--- src/rtl/kruskal_mst_union_find_macros.svh ---
// Assertion helpers for the spanning tree block.
`ifndef KRUSKAL_MST_UNION_FIND_MACROS_SVH
`define KRUSKAL_MST_UNION_FIND_MACROS_SVH
`ifndef NO_ASSERTIONS
`define KMUF_ASSERT_SAME(label, clk, rst_n, ante, cons) \
    label: assert property (@(posedge clk) disable iff (!rst_n) (ante) |-> (cons)) \
        else $error("kmuf: same-cycle check failed");
`define KMUF_ASSERT_NEXT(label, clk, rst_n, ante, cons) \
    label: assert property (@(posedge clk) disable iff (!rst_n) (ante) |=> (cons)) \
        else $error("kmuf: next-cycle check failed");
`else
`define KMUF_ASSERT_SAME(label, clk, rst_n, ante, cons)
`define KMUF_ASSERT_NEXT(label, clk, rst_n, ante, cons)
`endif
`endif

--- src/rtl/kmuf_pkg.sv ---
package kmuf_pkg;

    localparam int MAX_NODES_DEF   = 1024;
    localparam int WEIGHT_BITS_DEF = 24;
    localparam int CFG_W           = 11;
    localparam int NODE_IN_W       = 10;
    localparam int WEIGHT_IN_W     = 24;
    localparam int COST_W          = 34;
    localparam int LEFT_W          = 10;

    typedef struct packed {
        logic                   mode;
        logic [NODE_IN_W-1:0]   node_a;
        logic [NODE_IN_W-1:0]   node_b;
        logic [WEIGHT_IN_W-1:0] weight;
    } t_edge;

    typedef struct packed {
        logic              joined;
        logic [COST_W-1:0] total_cost;
        logic [LEFT_W-1:0] merges_left;
        logic              done_res;
    } t_res;

    typedef struct packed {
        logic [CFG_W-1:0] node_count;
    } t_cfg;

    localparam logic MODE_CLEAR = 1'b0;
    localparam logic MODE_EDGE  = 1'b1;

    typedef enum logic [3:0] {
        S_IDLE,
        S_CLR,
        S_FRD,
        S_FWT,
        S_CRD,
        S_CWT,
        S_MRG1,
        S_MRG2,
        S_OUT
    } t_state;

endpackage

--- src/rtl/kmuf_ctrl.sv ---
`include "kruskal_mst_union_find_macros.svh"
module kmuf_ctrl #(
    parameter int MAX_NODES   = 1024,
    parameter int WEIGHT_BITS = 24,
    parameter int NODE_W      = 10,
    parameter int SIZE_W      = 11,
    parameter int ACT_W       = 11
) (
    input  logic               i_clk,
    input  logic               i_rst_n,
    input  logic [ACT_W-1:0]   i_node_count,
    input  logic               i_edge_valid,
    input  kmuf_pkg::t_edge    i_edge,
    output logic               o_edge_ready,
    input  logic               i_out_free,
    output logic               o_res_load,
    output kmuf_pkg::t_res     o_res,
    output logic               o_mem_we,
    output logic [NODE_W-1:0]  o_mem_waddr,
    output logic [NODE_W-1:0]  o_mem_wparent,
    output logic [SIZE_W-1:0]  o_mem_wsize,
    output logic               o_mem_re,
    output logic [NODE_W-1:0]  o_mem_raddr,
    input  logic [NODE_W-1:0]  i_mem_parent,
    input  logic [SIZE_W-1:0]  i_mem_size
);
    import kmuf_pkg::*;

    localparam logic [ACT_W-1:0] MAX_ACT = ACT_W'(MAX_NODES);

    t_state                 r_state, n_state;
    logic                   r_side, n_side;
    logic [NODE_W-1:0]      r_x, n_x;
    logic [NODE_W-1:0]      r_a_node, n_a_node;
    logic [NODE_W-1:0]      r_b_node, n_b_node;
    logic [NODE_W-1:0]      r_root_a, n_root_a;
    logic [NODE_W-1:0]      r_root_b, n_root_b;
    logic [SIZE_W-1:0]      r_size_a, n_size_a;
    logic [SIZE_W-1:0]      r_size_b, n_size_b;
    logic [WEIGHT_BITS-1:0] r_w, n_w;
    logic [ACT_W-1:0]       r_idx, n_idx;
    logic [ACT_W-1:0]       r_active, n_active;
    logic [ACT_W-1:0]       r_rem, n_rem;
    logic [COST_W-1:0]      r_cost, n_cost;
    logic                   r_fin, n_fin;
    logic                   r_joined, n_joined;
    logic                   r_silent, n_silent;

    logic [ACT_W-1:0]  w_eff;
    logic [ACT_W-1:0]  w_a_wide, w_b_wide;
    logic [NODE_W-1:0] w_cur_root, w_big, w_small;
    logic [SIZE_W-1:0] w_small_size;
    logic              w_swap;

    always_comb begin
        if (i_node_count == '0) begin
            w_eff = ACT_W'(1);
        end else if (i_node_count > MAX_ACT) begin
            w_eff = MAX_ACT;
        end else begin
            w_eff = i_node_count;
        end
    end

    assign w_a_wide     = ACT_W'(i_edge.node_a);
    assign w_b_wide     = ACT_W'(i_edge.node_b);
    assign w_cur_root   = r_side ? r_root_b : r_root_a;
    assign w_swap       = (r_size_a < r_size_b);
    assign w_big        = w_swap ? r_root_b : r_root_a;
    assign w_small      = w_swap ? r_root_a : r_root_b;
    assign w_small_size = w_swap ? r_size_a : r_size_b;

    always_ff @(posedge i_clk) begin
        if (!i_rst_n) begin
            r_state  <= S_CLR;
            r_idx    <= '0;
            r_active <= MAX_ACT;
            r_rem    <= MAX_ACT - ACT_W'(1);
            r_cost   <= '0;
            r_fin    <= 1'b0;
            r_silent <= 1'b1;
        end else begin
            r_state  <= n_state;
            r_idx    <= n_idx;
            r_active <= n_active;
            r_rem    <= n_rem;
            r_cost   <= n_cost;
            r_fin    <= n_fin;
            r_silent <= n_silent;
        end
    end

    always_ff @(posedge i_clk) begin
        r_side   <= n_side;
        r_x      <= n_x;
        r_a_node <= n_a_node;
        r_b_node <= n_b_node;
        r_root_a <= n_root_a;
        r_root_b <= n_root_b;
        r_size_a <= n_size_a;
        r_size_b <= n_size_b;
        r_w      <= n_w;
        r_joined <= n_joined;
    end

    always_comb begin
        n_state  = r_state;
        n_side   = r_side;
        n_x      = r_x;
        n_a_node = r_a_node;
        n_b_node = r_b_node;
        n_root_a = r_root_a;
        n_root_b = r_root_b;
        n_size_a = r_size_a;
        n_size_b = r_size_b;
        n_w      = r_w;
        n_idx    = r_idx;
        n_active = r_active;
        n_rem    = r_rem;
        n_cost   = r_cost;
        n_fin    = r_fin;
        n_joined = r_joined;
        n_silent = r_silent;

        o_edge_ready  = 1'b0;
        o_res_load    = 1'b0;
        o_mem_we      = 1'b0;
        o_mem_waddr   = r_x;
        o_mem_wparent = w_cur_root;
        o_mem_wsize   = i_mem_size;
        o_mem_re      = 1'b0;
        o_mem_raddr   = r_x;

        case (r_state)
            S_IDLE: begin
                o_edge_ready = 1'b1;
                if (i_edge_valid) begin
                    if (i_edge.mode == MODE_CLEAR) begin
                        n_active = w_eff;
                        n_idx    = '0;
                        n_silent = 1'b0;
                        n_state  = S_CLR;
                    end else if (r_fin || (w_a_wide >= r_active) ||
                                 (w_b_wide >= r_active)) begin
                        n_joined = 1'b0;
                        n_state  = S_OUT;
                    end else begin
                        n_x      = NODE_W'(w_a_wide);
                        n_a_node = NODE_W'(w_a_wide);
                        n_b_node = NODE_W'(w_b_wide);
                        n_w      = WEIGHT_BITS'(COST_W'(i_edge.weight));
                        n_side   = 1'b0;
                        n_state  = S_FRD;
                    end
                end
            end
            S_CLR: begin
                // restore one node per cycle to a one-node set
                o_mem_we      = 1'b1;
                o_mem_waddr   = NODE_W'(r_idx);
                o_mem_wparent = NODE_W'(r_idx);
                o_mem_wsize   = SIZE_W'(1);
                if (r_idx == r_active - ACT_W'(1)) begin
                    n_rem    = r_active - ACT_W'(1);
                    n_cost   = '0;
                    n_fin    = (r_active == ACT_W'(1));
                    n_joined = 1'b0;
                    n_state  = r_silent ? S_IDLE : S_OUT;
                end else begin
                    n_idx = r_idx + ACT_W'(1);
                end
            end
            S_FRD: begin
                o_mem_re = 1'b1;
                n_state  = S_FWT;
            end
            S_FWT: begin
                if (i_mem_parent == r_x) begin
                    if (r_side) begin
                        n_root_b = r_x;
                        n_size_b = i_mem_size;
                        n_x      = r_b_node;
                    end else begin
                        n_root_a = r_x;
                        n_size_a = i_mem_size;
                        n_x      = r_a_node;
                    end
                    n_state = S_CRD;
                end else begin
                    n_x     = i_mem_parent;
                    n_state = S_FRD;
                end
            end
            S_CRD: begin
                if (r_x == w_cur_root) begin
                    if (r_side) begin
                        n_state = S_MRG1;
                    end else begin
                        n_side  = 1'b1;
                        n_x     = r_b_node;
                        n_state = S_FRD;
                    end
                end else begin
                    o_mem_re = 1'b1;
                    n_state  = S_CWT;
                end
            end
            S_CWT: begin
                // point this node straight at its root, then follow the old link
                o_mem_we = 1'b1;
                n_x      = i_mem_parent;
                n_state  = S_CRD;
            end
            S_MRG1: begin
                if (r_root_a == r_root_b) begin
                    n_joined = 1'b0;
                    n_state  = S_OUT;
                end else begin
                    o_mem_we      = 1'b1;
                    o_mem_waddr   = w_big;
                    o_mem_wparent = w_big;
                    o_mem_wsize   = r_size_a + r_size_b;
                    n_state       = S_MRG2;
                end
            end
            S_MRG2: begin
                o_mem_we      = 1'b1;
                o_mem_waddr   = w_small;
                o_mem_wparent = w_big;
                o_mem_wsize   = w_small_size;
                n_cost        = r_cost + COST_W'(r_w);
                if (r_rem != '0) begin
                    n_rem = r_rem - ACT_W'(1);
                end
                n_fin    = (n_rem == '0);
                n_joined = 1'b1;
                n_state  = S_OUT;
            end
            S_OUT: begin
                if (i_out_free) begin
                    o_res_load = 1'b1;
                    n_state    = S_IDLE;
                end
            end
            default: begin
                n_state = S_IDLE;
            end
        endcase
    end

    assign o_res.joined      = r_joined;
    assign o_res.total_cost  = r_cost;
    assign o_res.merges_left = LEFT_W'(r_rem);
    assign o_res.done_res    = r_fin;

    `KMUF_ASSERT_SAME(a_fin_means_no_merges, i_clk, i_rst_n, r_fin, r_rem == '0)
    `KMUF_ASSERT_SAME(a_sweep_in_range, i_clk, i_rst_n, r_state == S_CLR, r_idx < r_active)
    `KMUF_ASSERT_SAME(a_write_states, i_clk, i_rst_n, o_mem_we, (r_state == S_CLR || r_state == S_CWT || r_state == S_MRG1 || r_state == S_MRG2))
    `KMUF_ASSERT_NEXT(a_merge_counts_down, i_clk, i_rst_n, (r_state == S_MRG2 && r_rem != '0), r_rem == ACT_W'($past(r_rem) - ACT_W'(1)))

endmodule

--- config.mk ---
export PLATFORM = sky130hd
export DESIGN_NAME = kmuf_ctrl
export DESIGN_NICKNAME = d
export VERILOG_FILES = /design/src/rtl/kmuf_pkg.sv /design/src/rtl/kmuf_ctrl.sv
export VERILOG_INCLUDE_DIRS = /design/src /design/src/rtl
export SDC_FILE = /design/constraint.sdc
export NUM_CORES = 1
export LEC_CHECK = 0
export BUFFER_PORTS_ARGS = -buffer_cell sky130_fd_sc_hd__buf_4
export CORE_MARGIN = 10
export CORE_UTILIZATION = 35
export CTS_CLUSTER_DIAMETER = 150
export DETAILED_ROUTE_END_ITERATION = 6
export HOLD_SLACK_MARGIN = 0.02
export PLACE_DENSITY = 0.54
export SYNTH_ARGS = -nofsm -noshare
export SYNTH_HDL_FRONTEND = slang
export SYNTH_SLANG_ARGS = --single-unit
--- constraint.sdc ---
create_clock -name i_clk -period 7.7 [get_ports i_clk]
set_clock_uncertainty 0.15 [all_clocks]
set_input_delay 0 -clock i_clk [delete_from_list [all_inputs] [get_ports i_clk]]
set_output_delay 0 -clock i_clk [all_outputs]
set_load 0.1 [all_outputs]
# Word level (Yosys, flattened, before mapping)
# Index checks and enable logic that the tools add are counted.
# word_totals
regBits	171
word_cells	136
inputBits	81
out_inout_bits	91
# op_classes
order_cmp	4
reduce_logical	22
mux	61
eq_ne	24
bitwise_logic	3
n_addsub	5
# op_table
cell	n
two-way mux 10 bit	12
two-way mux 11 bit	10
one-hot mux 34 bit (2 select lines)	1
one-hot mux 10 bit (3 select lines)	2
one-hot mux 11 bit (2 select lines)	2
one-hot mux 10 bit (4 select lines)	1
one-hot mux 4 bit (9 select lines)	1
adder 34 x 24 -> 34 bit	1
two-way mux 34 bit	1
one-hot mux 11 bit (3 select lines)	1
two-way mux 4 bit	8
== test 10 bit	3
greater-or-equal comparator 10 x 11 -> 1 bit	2
logical NOT 11 bit	2
!= test 2 bit, second input constant	11
subtractor 11 x 1 -> 11 bit, second input constant	2
== test 4 x 3 -> 1 bit, second input constant	4
two-way mux 1 bit	15
AND reduction 3 bit	4
AND reduction 6 bit	2
adder 11 x 1 -> 11 bit, second input constant	1
adder 11 bit	1
== test 11 x 1 -> 1 bit, second input constant	1
== test 11 bit	1
other kinds (18)	30

# Longest topological paths before layout
# depth
ltp_word	7
mapped_depth	12
depth_no_buf	10

# Worst setup path after synthesis
# No wires, ideal clock.
# synth_path
kind	register to register
startpoint	register r_active[9]
endpoint	register r_x[0], in the netlist o_mem_raddr[0] (enable)
t_required_ps	7207
setup_slack_ps	2092
setup_time_ps	343
path_buffers	1
synth_period_minus_slack_ps	5608
path_stages_with_launch	11
t_arrival_ps	5115
cell_sequence	dfxtp_1 clkbuf_1 inv_1 ha_1 a22oi_1 and4_1 o211ai_1 a21oi_1 a21oi_1 nor3_1 o21a_1
# synth_via
elab_chain_len	5
elab_cells_between_ends	6
classes_between	2 x order compare; 1 x eq/ne; 3 x reduce/logical
# synth_rtl
item	line_no	source
start: declaration	kmuf_ctrl.sv:42	logic [ACT_W-1:0] r_active, n_active;
start signal: assignment	kmuf_ctrl.sv:85	r_active <= n_active;
greater-or-equal comparator 10 x 11 -> 1 bit	kmuf_ctrl.sv:143	end else if (r_fin || (w_a_wide >= r_active) ||
logical OR 1 bit	kmuf_ctrl.sv:143	
logical OR 1 bit (*)	kmuf_ctrl.sv:143	
!= test 2 bit (no line) (*)	--	
AND reduction 6 bit (no line) (*)	--	
end signal: assignment	kmuf_ctrl.sv:95	r_x <= n_x;
end: declaration	kmuf_ctrl.sv:33	logic [NODE_W-1:0] r_x, n_x;
# Every way passes the cells marked *; elsewhere a longest branch is shown, timed or not.
# A chain may end at the register's enable or synchronous reset.

# Worst setup path in the final report
# layout_path
startpoint	register r_state[1]
endpoint	register r_active[4]
# layout_via
elab_chain_len	2
# layout_rtl
item	line_no	source
start: declaration	kmuf_ctrl.sv:31	t_state r_state, n_state;
start signal: assignment	kmuf_ctrl.sv:83	r_state <= n_state;
logical NOT 4 bit	kmuf_ctrl.sv:134	case (r_state)
AND reduction 3 bit (no line)	--	
# No other way between the ends.

==> reports/results.txt <==
status -> finished, final reports clean
register clock-pin slew on the reported worst setup and hold paths -> 0.07 ns
DPL Wire Length -> 29.4 mm
Worst Setup End Kind -> flip-flop
sw frac -> 0.251
CP arrival -> 4.96 ns
Syn Nets -> 1493
Startpoint Class -> flip-flop
worst vdd ir -> 0.177 mV
fmax -> 211 MHz
count of hold buffers inserted by post-cts repair -> 91
most frequent cells after synthesis -> a21oi_1 (117), nand2_1 (117), edfxtp_1 (98)
sequential share of power -> 0.495
synth unique cells -> 81
Post-CTS Resized -> 0
fin crit period -> 4.73 ns
vias in the first global route -> 10985
Final Power -> 1.95 mW
Syn Area/Cell -> 8.98 µm²
Crit path required time -> 7.93 ns
initial antenna violation count -> 4
First DRT Iteration DRCs -> 659
largest net degree at the start of global routing -> 56
RSZ-0062 raised after global routing -> false
Clock Latency Late Sink -> 0.45 ns
crit-path max FO -> 20
leakage power -> 5.84 nW
worst hold-check path type -> in2reg
Final Net Count -> 1692
I/O pin total -> 172
post-synthesis instance area -> 12000 µm²
post-synth top area cell -> edfxtp_1
Post-synth EDFFs -> 98
DR DRC count -> 0
P_int -> 1.46 mW
Max Cap Viol -> 0
WL/cell -> 20.0 µm
clock buffer depth -> 2
Die Y-Extent -> 205 µm
Root Buffer -> clkbuf_16
DR vias/cell -> 5.56
largest cells by area after synthesis -> edfxtp_1 (24%), dfxtp_1 (12%), ha_1 (7.2%), a21oi_1 (4.9%), xnor2_1 (4.2%)
part of the Yosys area used for sequential elements -> 0.366
Filler cells -> 3270
DR vias -> 11154
Total Neg Setup Slack -> 0 ns
H-tree depth -> 4
final setup violation count -> 0
Synth Flop Type -> edfxtp_1
Switch Pwr -> 490 µW
Post-Place Cell Area -> 13600 µm²
CTS Buf Count -> 17
Die Wd -> 205 µm
Rel. slew slack -> 0.193
Die Area -> 42200 µm²
grt ovf -> 0
Slew Limit Fails -> 0
clk sink count -> 171
GPL Wtd Cong -> 0.891
Hold Vio Cnt, Final -> 0
fin area -> 15000 µm²
synthesis-to-layout area growth -> 25.0%
first-pass GRT wire length -> 62.0 mm
drt first pass iters -> 5
initial core utilization -> 0.357
core area -> 33700 µm²
Setup Fix Bufs, Post-CTS -> 0
DRT antenna net count -> 0
Setup CP Type -> reg2reg
Mapped Cells -> 1341
PD cells -> 130 nW/µm²
Logic pwr share -> 0.075
WL final -> 40.1 mm
share of layout cells above drive strength 1 -> 0.162
synth warn -> 0
synthesis-stage register bit count -> 171
GRT Util Overall -> 0.186
Async SR Flop Fraction -> 0
Port Buf Inserts -> 171
CTS tree -> done
Clock Power Share -> 0.430
Slew @ Worst Pin -> 1.20 ns
fin crit share -> 0.614
Synth top area share -> 0.244
row cnt -> 67
## routing by layer
| layer | vias to the layer above | wire (µm) | track usage |
|---|---|---|---|
| met5 | - | 11 | 0 |
| li1 | 5418 | - | - |
| met3 | 33 | 2770 | 0.0437 |
| met4 | 2 | 446 | 0.0441 |
| met1 | 5341 | 18000 | 0.243 |
| met2 | 360 | 18900 | 0.302 |
## power by group through the flow
stage               Sequential [mW]  Combinational (mW)  Clock (mW)
floorplan                     0.985              0.0551           0
global placement              0.987               0.111           0
detailed placement            0.987               0.113           0
CTS                           0.966               0.148       0.862
global route                  0.966               0.159       0.894
finish                        0.966               0.147       0.840
## final timing paths
path / startpoint / endpoint / slack (ns) / cells past startpoint
worst max-delay path: r_state[1]$_SDFFE_PN0P_ / r_active[4]$_SDFFE_PN0P_ / 2.97 / 8
worst min-delay path: i_edge[0] / r_w[0]$_DFFE_PP_ / 0.11 / 2
worst max register to register: r_state[1]$_SDFFE_PN0P_ / r_active[4]$_SDFFE_PN0P_ / 2.97 / 8
worst min register to register: r_silent$_SDFFE_PN1P_ / r_silent$_SDFFE_PN1P_ / 0.33 / 2
## cells by family (layout without fill, tap and decap cells)
logic type	after synthesis	after routing	share of synthesized area
buffers and inverters	153	365	0.0545
other	0	4	0
flip-flops	171	171	0.366
AO/OA/AOI/OAI	389	389	0.226
XOR/XNOR	75	75	0.0581
AND/OR/NAND/NOR	442	442	0.186
adder cells (fa/ha/maj)	72	72	0.0759
multiplexers	39	39	0.0335
## area by class of cell
| class | instances | area [µm²] | share of cell area |
|---|---|---|---|
| Inverter | 56 | 210 | 0.0140 |
| Clock inverter | 15 | 131 | 0.00873 |
| Sequential cell | 171 | 4400 | 0.293 |
| Antenna cell | 4 | 10.0 | 0.000665 |
| Clock buffer | 17 | 425 | 0.0283 |
| Timing Repair Buffer | 277 | 2310 | 0.153 |
| Tap cell | 448 | 561 | 0.0372 |
| Multi-Input combinational cell | 1017 | 7000 | 0.465 |
## placed cells by master (no fill, tap or decap), types with 16 or more instances in the layout
master	count
inv_1	55
dlygate4sd3_1	91
a21oi_1	117
mux2i_1	29
buf_4	186
nor2_1	79
a22oi_1	19
nand2b_1	30
nand3_1	34
a22o_1	19
a21o_1	16
a31oi_1	25
xnor2_1	58
dfxtp_1	73
nor3_1	38
nor3b_1	16
nand4_1	19
nand2_1	117
and3_1	16
nor2b_1	25
edfxtp_1	98
o21ai_0	39
clkbuf_16	17
ha_1	69
## worst max-delay path: stages (launching register included)
cell and delay (ns):
dfxtp_1 0.51, or2_2 0.43, nor3_1 0.96, nand2_1 0.73, a21oi_1 0.48, a22oi_1 0.12, dlygate4sd3_1 0.60, nor2b_1 0.12
dlygate4sd3_1 0.56
## per-stage QoR
step | utilization | setup slack, ns | hold WS [ns] | instances
floorplan | - | 2.09 | -0.0511 | 1341
global placement | 0.403 | 3.91 | 0.0284 | 1878
detailed placement | 0.403 | 3.86 | 0.0293 | 1878
CTS | 0.446 | 3.14 | 0.0944 | 2001
global route | 0.446 | 2.73 | 0.116 | 2004
finish | 0.447 | 2.97 | 0.112 | 2005
## state kept, by name, indices dropped and copies added (netlist names), 11 cells and up
signal,flops
r_cost,34
r_size_a,11
r_idx,11
r_size_b,11
r_rem,11
r_active,11
r_w,24
Note: power is estimated with default switching activity, not from simulation.
